==> src/rtl/core/rcd_pkg.sv <==
package rcd_pkg;

    // APB register map, one 32-bit word per register
    localparam int unsigned ADDR_W   = 5;
    localparam int unsigned DATA_W   = 32;
    localparam int unsigned REG_IDX_W = 3;

    typedef enum logic [REG_IDX_W-1:0] {
        REG_REF_RED    = 3'd0,
        REG_REF_GREEN  = 3'd1,
        REG_REF_BLUE   = 3'd2,
        REG_THRESH_EN  = 3'd3,
        REG_DIST_LIMIT = 3'd4
    } rcd_reg_t;

    localparam int unsigned REF_W   = 8;
    localparam int unsigned LIMIT_W = 9;
    localparam int unsigned LIM2_W  = 2 * LIMIT_W;
    localparam int unsigned OUT_W   = 17;

    localparam logic [OUT_W-1:0] PASS_VALUE = OUT_W'(255);
    localparam logic [OUT_W-1:0] FAIL_VALUE = '0;

    // side information that rides alongside each beat through the pipe
    typedef struct packed {
        logic mode;   // 1: threshold mode
        logic pass;   // squared distance below limit squared
    } rcd_tag_t;

endpackage

==> src/rtl/core/rcd_front.sv <==
module rcd_front #(
    parameter int unsigned PIXEL_BITS = 8
) (
    input  logic                        clk,
    input  logic                        rst_n,
    input  logic                        vld_in,
    output logic                        rdy_out,
    input  logic [PIXEL_BITS-1:0]       red,
    input  logic [PIXEL_BITS-1:0]       green,
    input  logic [PIXEL_BITS-1:0]       blue,
    input  logic [PIXEL_BITS-1:0]       ref_red,
    input  logic [PIXEL_BITS-1:0]       ref_green,
    input  logic [PIXEL_BITS-1:0]       ref_blue,
    input  logic                        thresh_en,
    input  logic [rcd_pkg::LIM2_W-1:0]  lim2,
    output logic                        vld_out,
    input  logic                        rdy_in,
    output logic [2*PIXEL_BITS+1:0]     d2_out,
    output rcd_pkg::rcd_tag_t           tag_out
);
    import rcd_pkg::*;

    localparam int unsigned SQ_W = 2 * PIXEL_BITS;
    localparam int unsigned D2_W = SQ_W + 2;
    localparam int unsigned CMP_W = (D2_W > LIM2_W) ? D2_W : LIM2_W;

    logic                  vld_a_reg;
    logic                  mode_a_reg;
    logic [SQ_W-1:0]       sq_r_reg, sq_g_reg, sq_b_reg;
    logic [SQ_W-1:0]       sq_r_next, sq_g_next, sq_b_next;
    logic [PIXEL_BITS-1:0] dr, dg, db;
    logic [SQ_W-1:0]       dr_w, dg_w, db_w;
    logic                  rdy_a;

    logic                  vld_b_reg;
    logic [D2_W-1:0]       d2_reg, d2_next;
    rcd_tag_t              tag_reg, tag_next;

    // stage A: absolute differences and squares
    assign dr = (ref_red   >= red)   ? ref_red   - red   : red   - ref_red;
    assign dg = (ref_green >= green) ? ref_green - green : green - ref_green;
    assign db = (ref_blue  >= blue)  ? ref_blue  - blue  : blue  - ref_blue;
    assign dr_w = SQ_W'(dr);
    assign dg_w = SQ_W'(dg);
    assign db_w = SQ_W'(db);
    assign sq_r_next = dr_w * dr_w;
    assign sq_g_next = dg_w * dg_w;
    assign sq_b_next = db_w * db_w;

    assign rdy_out = !vld_a_reg || rdy_a;

    always_ff @(posedge clk or negedge rst_n)
    begin
        if (!rst_n)
        begin
            vld_a_reg <= 1'b0;
        end
        else if (rdy_out)
        begin
            vld_a_reg <= vld_in;
        end
    end

    always_ff @(posedge clk)
    begin
        if (rdy_out)
        begin
            sq_r_reg   <= sq_r_next;
            sq_g_reg   <= sq_g_next;
            sq_b_reg   <= sq_b_next;
            mode_a_reg <= thresh_en;
        end
    end

    // stage B: sum and limit compare
    assign d2_next = D2_W'(sq_r_reg) + D2_W'(sq_g_reg) + D2_W'(sq_b_reg);
    assign tag_next.mode = mode_a_reg;
    assign tag_next.pass = CMP_W'(d2_next) < CMP_W'(lim2);

    assign rdy_a = !vld_b_reg || rdy_in;

    always_ff @(posedge clk or negedge rst_n)
    begin
        if (!rst_n)
        begin
            vld_b_reg <= 1'b0;
        end
        else if (rdy_a)
        begin
            vld_b_reg <= vld_a_reg;
        end
    end

    always_ff @(posedge clk)
    begin
        if (rdy_a)
        begin
            d2_reg  <= d2_next;
            tag_reg <= tag_next;
        end
    end

    assign vld_out = vld_b_reg;
    assign d2_out  = d2_reg;
    assign tag_out = tag_reg;

endmodule

==> src/rtl/core/rcd_sqrt_cell.sv <==
module rcd_sqrt_cell #(
    parameter int unsigned ROOT_BITS = 17
) (
    input  logic                     clk,
    input  logic                     rst_n,
    input  logic                     vld_in,
    output logic                     rdy_out,
    input  logic [ROOT_BITS:0]       rem_in,
    input  logic [ROOT_BITS-1:0]     root_in,
    input  logic [2*ROOT_BITS-1:0]   rad_in,
    input  rcd_pkg::rcd_tag_t        tag_in,
    output logic                     vld_out,
    input  logic                     rdy_in,
    output logic [ROOT_BITS:0]       rem_out,
    output logic [ROOT_BITS-1:0]     root_out,
    output logic [2*ROOT_BITS-1:0]   rad_out,
    output rcd_pkg::rcd_tag_t        tag_out
);
    import rcd_pkg::*;

    localparam int unsigned RADW = 2 * ROOT_BITS;

    logic                 vld_reg;
    logic [ROOT_BITS:0]   rem_reg, rem_next;
    logic [ROOT_BITS-1:0] root_reg, root_next;
    logic [RADW-1:0]      rad_reg, rad_next;
    rcd_tag_t             tag_reg;

    logic [ROOT_BITS+1:0] rem_sh;
    logic [ROOT_BITS+1:0] trial;
    logic [ROOT_BITS+1:0] diff;
    logic                 ge;

    // one restoring root digit: bring down two radicand bits, try root*4+1
    // remainder stays below 2^ROOT_BITS before the shift
    assign rem_sh = {rem_in[ROOT_BITS-1:0], rad_in[RADW-1:RADW-2]};
    assign trial  = {root_in, 2'b01};
    assign ge     = rem_sh >= trial;
    assign diff   = rem_sh - trial;

    assign rem_next  = ge ? diff[ROOT_BITS:0] : rem_sh[ROOT_BITS:0];
    assign root_next = {root_in[ROOT_BITS-2:0], ge};
    assign rad_next  = rad_in << 2;

    assign rdy_out = !vld_reg || rdy_in;

    always_ff @(posedge clk or negedge rst_n)
    begin
        if (!rst_n)
        begin
            vld_reg <= 1'b0;
        end
        else if (rdy_out)
        begin
            vld_reg <= vld_in;
        end
    end

    always_ff @(posedge clk)
    begin
        if (rdy_out)
        begin
            rem_reg  <= rem_next;
            root_reg <= root_next;
            rad_reg  <= rad_next;
            tag_reg  <= tag_in;
        end
    end

    assign vld_out  = vld_reg;
    assign rem_out  = rem_reg;
    assign root_out = root_reg;
    assign rad_out  = rad_reg;
    assign tag_out  = tag_reg;

endmodule

==> src/rtl/core/rgb_color_distance_threshold.sv <==
// Channel | Signals                                   | Beat
// --------+-------------------------------------------+--------------------------
// config  | psel penable pwrite paddr pwdata prdata   | write on access phase
// pixel   | in_valid in_ready red green blue          | one pixel
// result  | out_valid out_ready out_value             | one value per pixel
//
// One pixel per clock while out_ready stays high: the squares and the sum are
// registered in rcd_front, then one root digit per cell in the chain.
// Each stage holds while its successor is full and held, so bubbles close up behind a
// stalled result and the input keeps taking beats until the chain is full.
// Reset clears the valid bits and the config registers; no clearing pass.
module rgb_color_distance_threshold #(
    parameter int unsigned PIXEL_BITS = 8,
    parameter int unsigned FRAC_BITS  = 8
) (
    input  logic                         clk,
    input  logic                         rst_n,
    input  logic                         psel,
    input  logic                         penable,
    input  logic                         pwrite,
    input  logic [rcd_pkg::ADDR_W-1:0]   paddr,
    input  logic [rcd_pkg::DATA_W-1:0]   pwdata,
    output logic [rcd_pkg::DATA_W-1:0]   prdata,
    output logic                         pready,
    input  logic                         in_valid,
    output logic                         in_ready,
    input  logic [PIXEL_BITS-1:0]        red,
    input  logic [PIXEL_BITS-1:0]        green,
    input  logic [PIXEL_BITS-1:0]        blue,
    output logic                         out_valid,
    input  logic                         out_ready,
    output logic [rcd_pkg::OUT_W-1:0]    out_value
);
    import rcd_pkg::*;

    localparam int unsigned D2_W      = 2 * PIXEL_BITS + 2;
    localparam int unsigned ROOT_BITS = PIXEL_BITS + 1 + FRAC_BITS;
    localparam int unsigned RADW      = 2 * ROOT_BITS;

    logic [REF_W-1:0]   ref_red_reg, ref_green_reg, ref_blue_reg;
    logic               thresh_en_reg;
    logic [LIMIT_W-1:0] limit_reg;
    logic [LIM2_W-1:0]  lim2_reg, lim2_next;
    logic [LIMIT_W-1:0] wr_limit;
    logic               wr_en;
    rcd_reg_t           reg_idx;

    // ---------------------------------------------------------------- config
    assign pready  = 1'b1;
    assign wr_en   = psel && penable && pwrite;
    assign reg_idx = rcd_reg_t'(paddr[ADDR_W-1:2]);
    assign wr_limit = pwdata[LIMIT_W-1:0];
    assign lim2_next = LIM2_W'(wr_limit) * LIM2_W'(wr_limit);

    always_ff @(posedge clk or negedge rst_n)
    begin
        if (!rst_n)
        begin
            ref_red_reg   <= '0;
            ref_green_reg <= '0;
            ref_blue_reg  <= '0;
            thresh_en_reg <= 1'b0;
            limit_reg     <= '0;
            lim2_reg      <= '0;
        end
        else if (wr_en)
        begin
            case (reg_idx)
                REG_REF_RED:    ref_red_reg   <= pwdata[REF_W-1:0];
                REG_REF_GREEN:  ref_green_reg <= pwdata[REF_W-1:0];
                REG_REF_BLUE:   ref_blue_reg  <= pwdata[REF_W-1:0];
                REG_THRESH_EN:  thresh_en_reg <= pwdata[0];
                REG_DIST_LIMIT:
                begin
                    limit_reg <= wr_limit;
                    lim2_reg  <= lim2_next;
                end
                default: ;
            endcase
        end
    end

    always_comb
    begin
        case (reg_idx)
            REG_REF_RED:    prdata = DATA_W'(ref_red_reg);
            REG_REF_GREEN:  prdata = DATA_W'(ref_green_reg);
            REG_REF_BLUE:   prdata = DATA_W'(ref_blue_reg);
            REG_THRESH_EN:  prdata = DATA_W'(thresh_en_reg);
            REG_DIST_LIMIT: prdata = DATA_W'(limit_reg);
            default:        prdata = '0;
        endcase
    end

    // ------------------------------------------------------ squares and sum
    logic              front_vld;
    logic [D2_W-1:0]   front_d2;
    rcd_tag_t          front_tag;

    logic [ROOT_BITS:0]                  cell_vld;
    logic [ROOT_BITS:0]                  cell_rdy;
    logic [ROOT_BITS:0][ROOT_BITS:0]     cell_rem;
    logic [ROOT_BITS:0][ROOT_BITS-1:0]   cell_root;
    logic [ROOT_BITS:0][RADW-1:0]        cell_rad;
    rcd_tag_t [ROOT_BITS:0]              cell_tag;

    rcd_front #(
        .PIXEL_BITS (PIXEL_BITS)
    ) u_front (
        .clk       (clk),
        .rst_n     (rst_n),
        .vld_in    (in_valid),
        .rdy_out   (in_ready),
        .red       (red),
        .green     (green),
        .blue      (blue),
        .ref_red   (PIXEL_BITS'(ref_red_reg)),
        .ref_green (PIXEL_BITS'(ref_green_reg)),
        .ref_blue  (PIXEL_BITS'(ref_blue_reg)),
        .thresh_en (thresh_en_reg),
        .lim2      (lim2_reg),
        .vld_out   (front_vld),
        .rdy_in    (cell_rdy[0]),
        .d2_out    (front_d2),
        .tag_out   (front_tag)
    );

    // ------------------------------------------------------- root cell chain
    assign cell_vld[0]  = front_vld;
    assign cell_rem[0]  = '0;
    assign cell_root[0] = '0;
    assign cell_rad[0]  = RADW'(front_d2) << (2 * FRAC_BITS);
    assign cell_tag[0]  = front_tag;
    assign cell_rdy[ROOT_BITS] = out_ready;

    for (genvar k = 0; k < ROOT_BITS; k++)
    begin : g_cell
        rcd_sqrt_cell #(
            .ROOT_BITS (ROOT_BITS)
        ) u_cell (
            .clk      (clk),
            .rst_n    (rst_n),
            .vld_in   (cell_vld[k]),
            .rdy_out  (cell_rdy[k]),
            .rem_in   (cell_rem[k]),
            .root_in  (cell_root[k]),
            .rad_in   (cell_rad[k]),
            .tag_in   (cell_tag[k]),
            .vld_out  (cell_vld[k+1]),
            .rdy_in   (cell_rdy[k+1]),
            .rem_out  (cell_rem[k+1]),
            .root_out (cell_root[k+1]),
            .rad_out  (cell_rad[k+1]),
            .tag_out  (cell_tag[k+1])
        );
    end

    // the last cell's registers are the result register
    assign out_valid = cell_vld[ROOT_BITS];
    assign out_value = cell_tag[ROOT_BITS].mode
                     ? (cell_tag[ROOT_BITS].pass ? PASS_VALUE : FAIL_VALUE)
                     : OUT_W'(cell_root[ROOT_BITS]);

endmodule

==> config.mk <==
export PLATFORM = sky130hd
export DESIGN_NAME = rgb_color_distance_threshold
export DESIGN_NICKNAME = d
export VERILOG_FILES = /design/src/rtl/core/rcd_pkg.sv /design/src/rtl/core/rcd_front.sv /design/src/rtl/core/rcd_sqrt_cell.sv /design/src/rtl/core/rgb_color_distance_threshold.sv
export SDC_FILE = /design/constraint.sdc
export NUM_CORES = 2
export LEC_CHECK = 0
export BUFFER_PORTS_ARGS = -buffer_cell sky130_fd_sc_hd__buf_2
export CAP_MARGIN = 5
export CORE_MARGIN = 3
export CORE_UTILIZATION = 30
export CTS_BUF_LIST = sky130_fd_sc_hd__clkbuf_8 sky130_fd_sc_hd__clkbuf_16
export DETAILED_ROUTE_END_ITERATION = 8
export PLACE_DENSITY_LB_ADDON = 0.1
export SYNTH_ARGS = -nofsm -noshare
export SYNTH_HDL_FRONTEND = slang
export SYNTH_SLANG_ARGS = --single-unit
==> constraint.sdc <==
create_clock -name clk -period 8.3 [get_ports clk]
set_input_delay 0.83 -clock clk [delete_from_list [all_inputs] [get_ports clk]]
set_output_delay 0.83 -clock clk [all_outputs]
set_load 0.02 [all_outputs]
==> flow_metrics.tcl <==
set metrics [dict create \
    worstSetupPathType "flip-flop to flip-flop" \
    synth-seq-cells 641 \
    start_util_pct 30.5 \
    period_share_pct 88.6 \
    final_nets 4247 \
    clock_latency_ns 0.65 \
    finalSetupViolations 0 \
    grt_overflow_total 0 \
    placementRows 132 \
    arrival_ns 7.75 \
    layout-drive-gt1-share_pct 8.74 \
    r2r_end "u_front.sq_g_reg[15]$_DFFE_PP_" \
    cts_tree "done" \
    relSlewSlack_pct 28.1 \
    cts_buffers 79 \
    grt_first_pass_wirelength_mm 134 \
    cts_sinks 641 \
    drc 0 \
    hold_buffers 1 \
    placed_cell_area_um2 42300 \
    postCtsSetupRepairBufs 0 \
    synth_top_flop_cell "edfxtp_1" \
    io_pins 120 \
    wire_per_inst_um 14.7 \
    min_to "g_cell[0].u_cell.rad_out[20]$_DFFE_PP_" \
    vias 24500 \
    max_freq_mhz 136 \
    setup_tns_ns 0 \
    layout_min_cycle_time_ns 7.36 \
    dpl.hpwl_mm 62.6 \
    final_cell_area_um2 44800 \
    antenna_found_initial 3 \
    die_h_um 370 \
    areaGrowthSynthToFinish_pct 12.8 \
    grt_usage_pct 12.1 \
    insertedDiodeCount 0 \
    hold_path.class "flip-flop to flip-flop" \
    antenna_left 0 \
    fin_worst_skew_ns 0.0207 \
    clk_pin_slew_ns 0.06 \
    yosysSeqAreaShare_pct 47.6 \
    numPortBuffers 70 \
    grt_max_degree 63 \
    syn_area_um2 39700 \
    hold_viol 0 \
    grt_pass1_vias 25400 \
    vias_per_cell 4.45 \
    clockBufferDepth 3 \
    synth_cells 3551 \
    place.gp.congestion 0.774 \
    synth-async-reset-ratio_pct 10.8 \
    holdPathStages 0 \
    largest_register_ffs 247 \
    status "finished clean" \
    start_kind "flip-flop" \
    cts-resized-gates 0 \
    synth-edff-count 572 \
    final_common_cell "edfxtp_1" \
    rsz0062_at_grt "false" \
    drt-pass1-iter-count 5 \
    cts_max_level 3 \
    crit_required_ns 8.69 \
    r2r_cells 25 \
    ys_types 88 \
    cp-end-kind "flip-flop" \
    clk_root_buffer_cell "clkbuf_16" \
    die_x_um 370 \
    fillers 13200 \
    mostFrequentLayoutCells "edfxtp_1, inv_1, ha_1" \
    syn_avg_cell_area_um2 11.2 \
    r2r-start "ref_green_reg[0]$_DFFE_PN0P_" \
    regToRegSetupSlack_ns 0.94 \
    hp-start "u_front.d2_out[2]$_DFFE_PP_" \
    crit_fanout 11 \
    dieArea_um2 137000 \
    cap_violations 0 \
    finalWirelength_mm 80.8 \
    drt_iter0_drc 998 \
    worst_pin_slew_ns 1.08 \
    synth_warnings 0 \
    core_area_um2 130000 \
    final_max_slew_viol_count 0 \
]
-- Yosys cell counts (all sizes together) (55+ instances only) --
cell type / instances / area (µm²)
xor2: 111 / 998
edfxtp: 572 / 17200
a21o: 56 / 420
nor2: 258 / 971
fa: 123 / 2460
nor3: 74 / 370
mux2: 58 / 661
nand3: 57 / 285
ha: 368 / 4600
xnor2: 165 / 1450
a21oi: 177 / 908
nand2: 212 / 798
nand2b: 55 / 344
o21ai: 179 / 911
dfrtp: 69 / 1730
inv: 479 / 1800
-- cell type report --
class                           instances  area [µm²]  share of cell area, %
Tap cell                             1742        2180                   4.86
Multi-Input combinational cell       2376       18700                   41.8
Clock buffer                           86        2110                   4.70
Timing Repair Buffer                  110         656                   1.46
Inverter                              480        1800                   4.02
Sequential cell                       641       18900                   42.2
Clock inverter                         58         442                  0.985
-- per-layer routing --
layer	vias to the layer above	track usage (%)	wire length, µm
met1	11600	15.4	37600
li1	12500	-	-
met5	-	0	0
met4	0	3.75	1960
met3	111	1.87	2060
met2	211	21.0	39200
-- worst max path at each step --
stage,from,to,slack [ns],cells past startpoint
after detailed placement,green[0],u_front.sq_g_reg[15]$_DFFE_PP_,0.48,25
after global placement,green[0],u_front.sq_g_reg[15]$_DFFE_PP_,0.50,25
after floorplan,green[0],u_front.sq_g_reg[15]$_DFFE_PP_,1.35,25
after CTS,ref_green_reg[0]$_DFFE_PN0P_,u_front.sq_g_reg[15]$_DFFE_PP_,0.92,25
after global routing,ref_green_reg[0]$_DFFE_PN0P_,u_front.sq_g_reg[15]$_DFFE_PP_,0.53,25
final,ref_green_reg[0]$_DFFE_PN0P_,u_front.sq_g_reg[15]$_DFFE_PP_,0.94,25
-- metrics by stage --
step                      worst slack [ns]  std cells  util, %  hold WS [ns]
after floorplan                       1.35       3576        -         0.400
after global placement               0.499       5348     32.4         0.401
after global routing                 0.533       5493     34.3         0.393
after CTS                            0.918       5493     34.3         0.357
final                                0.943       5493     34.3         0.406
after detailed placement             0.482       5348     32.4         0.405
-- logic make-up after synthesis --
logic type	share of synthesized area [%]
AOI/OAI and AO/OA	9.48
xor gates and xnor gates	6.22
adders and majority gates	17.8
buffers and inverters	5.56
DFF	47.6
muxes	2.44
other	0.0189
and+or+nand+nor	10.9
-- worst max-delay path, cell delays in order, from the launching register on --
cell and delay, ns:
dfrtp_1 0.42, inv_1 0.09, ha_1 0.18, inv_1 0.06, fa_1 0.39, a21o_1 0.21, a21oi_2 0.18, a21oi_1 0.10
o211ai_1 0.17, nand2_1 0.29, mux2i_1 0.21, xnor2_1 0.82, nor2_1 0.16, fa_1 0.51, fa_1 0.55, inv_1 0.05
fa_1 0.50, fa_1 0.55, inv_1 0.04, ha_1 0.32, a21oi_1 0.21, o21bai_1 0.12, a211o_1 0.29, a21o_1 0.18
a21oi_1 0.18, xnor3_1 0.33
Power is not shown: default switching activity piles up to over one toggle a cycle in this logic, so the estimate is an artifact.
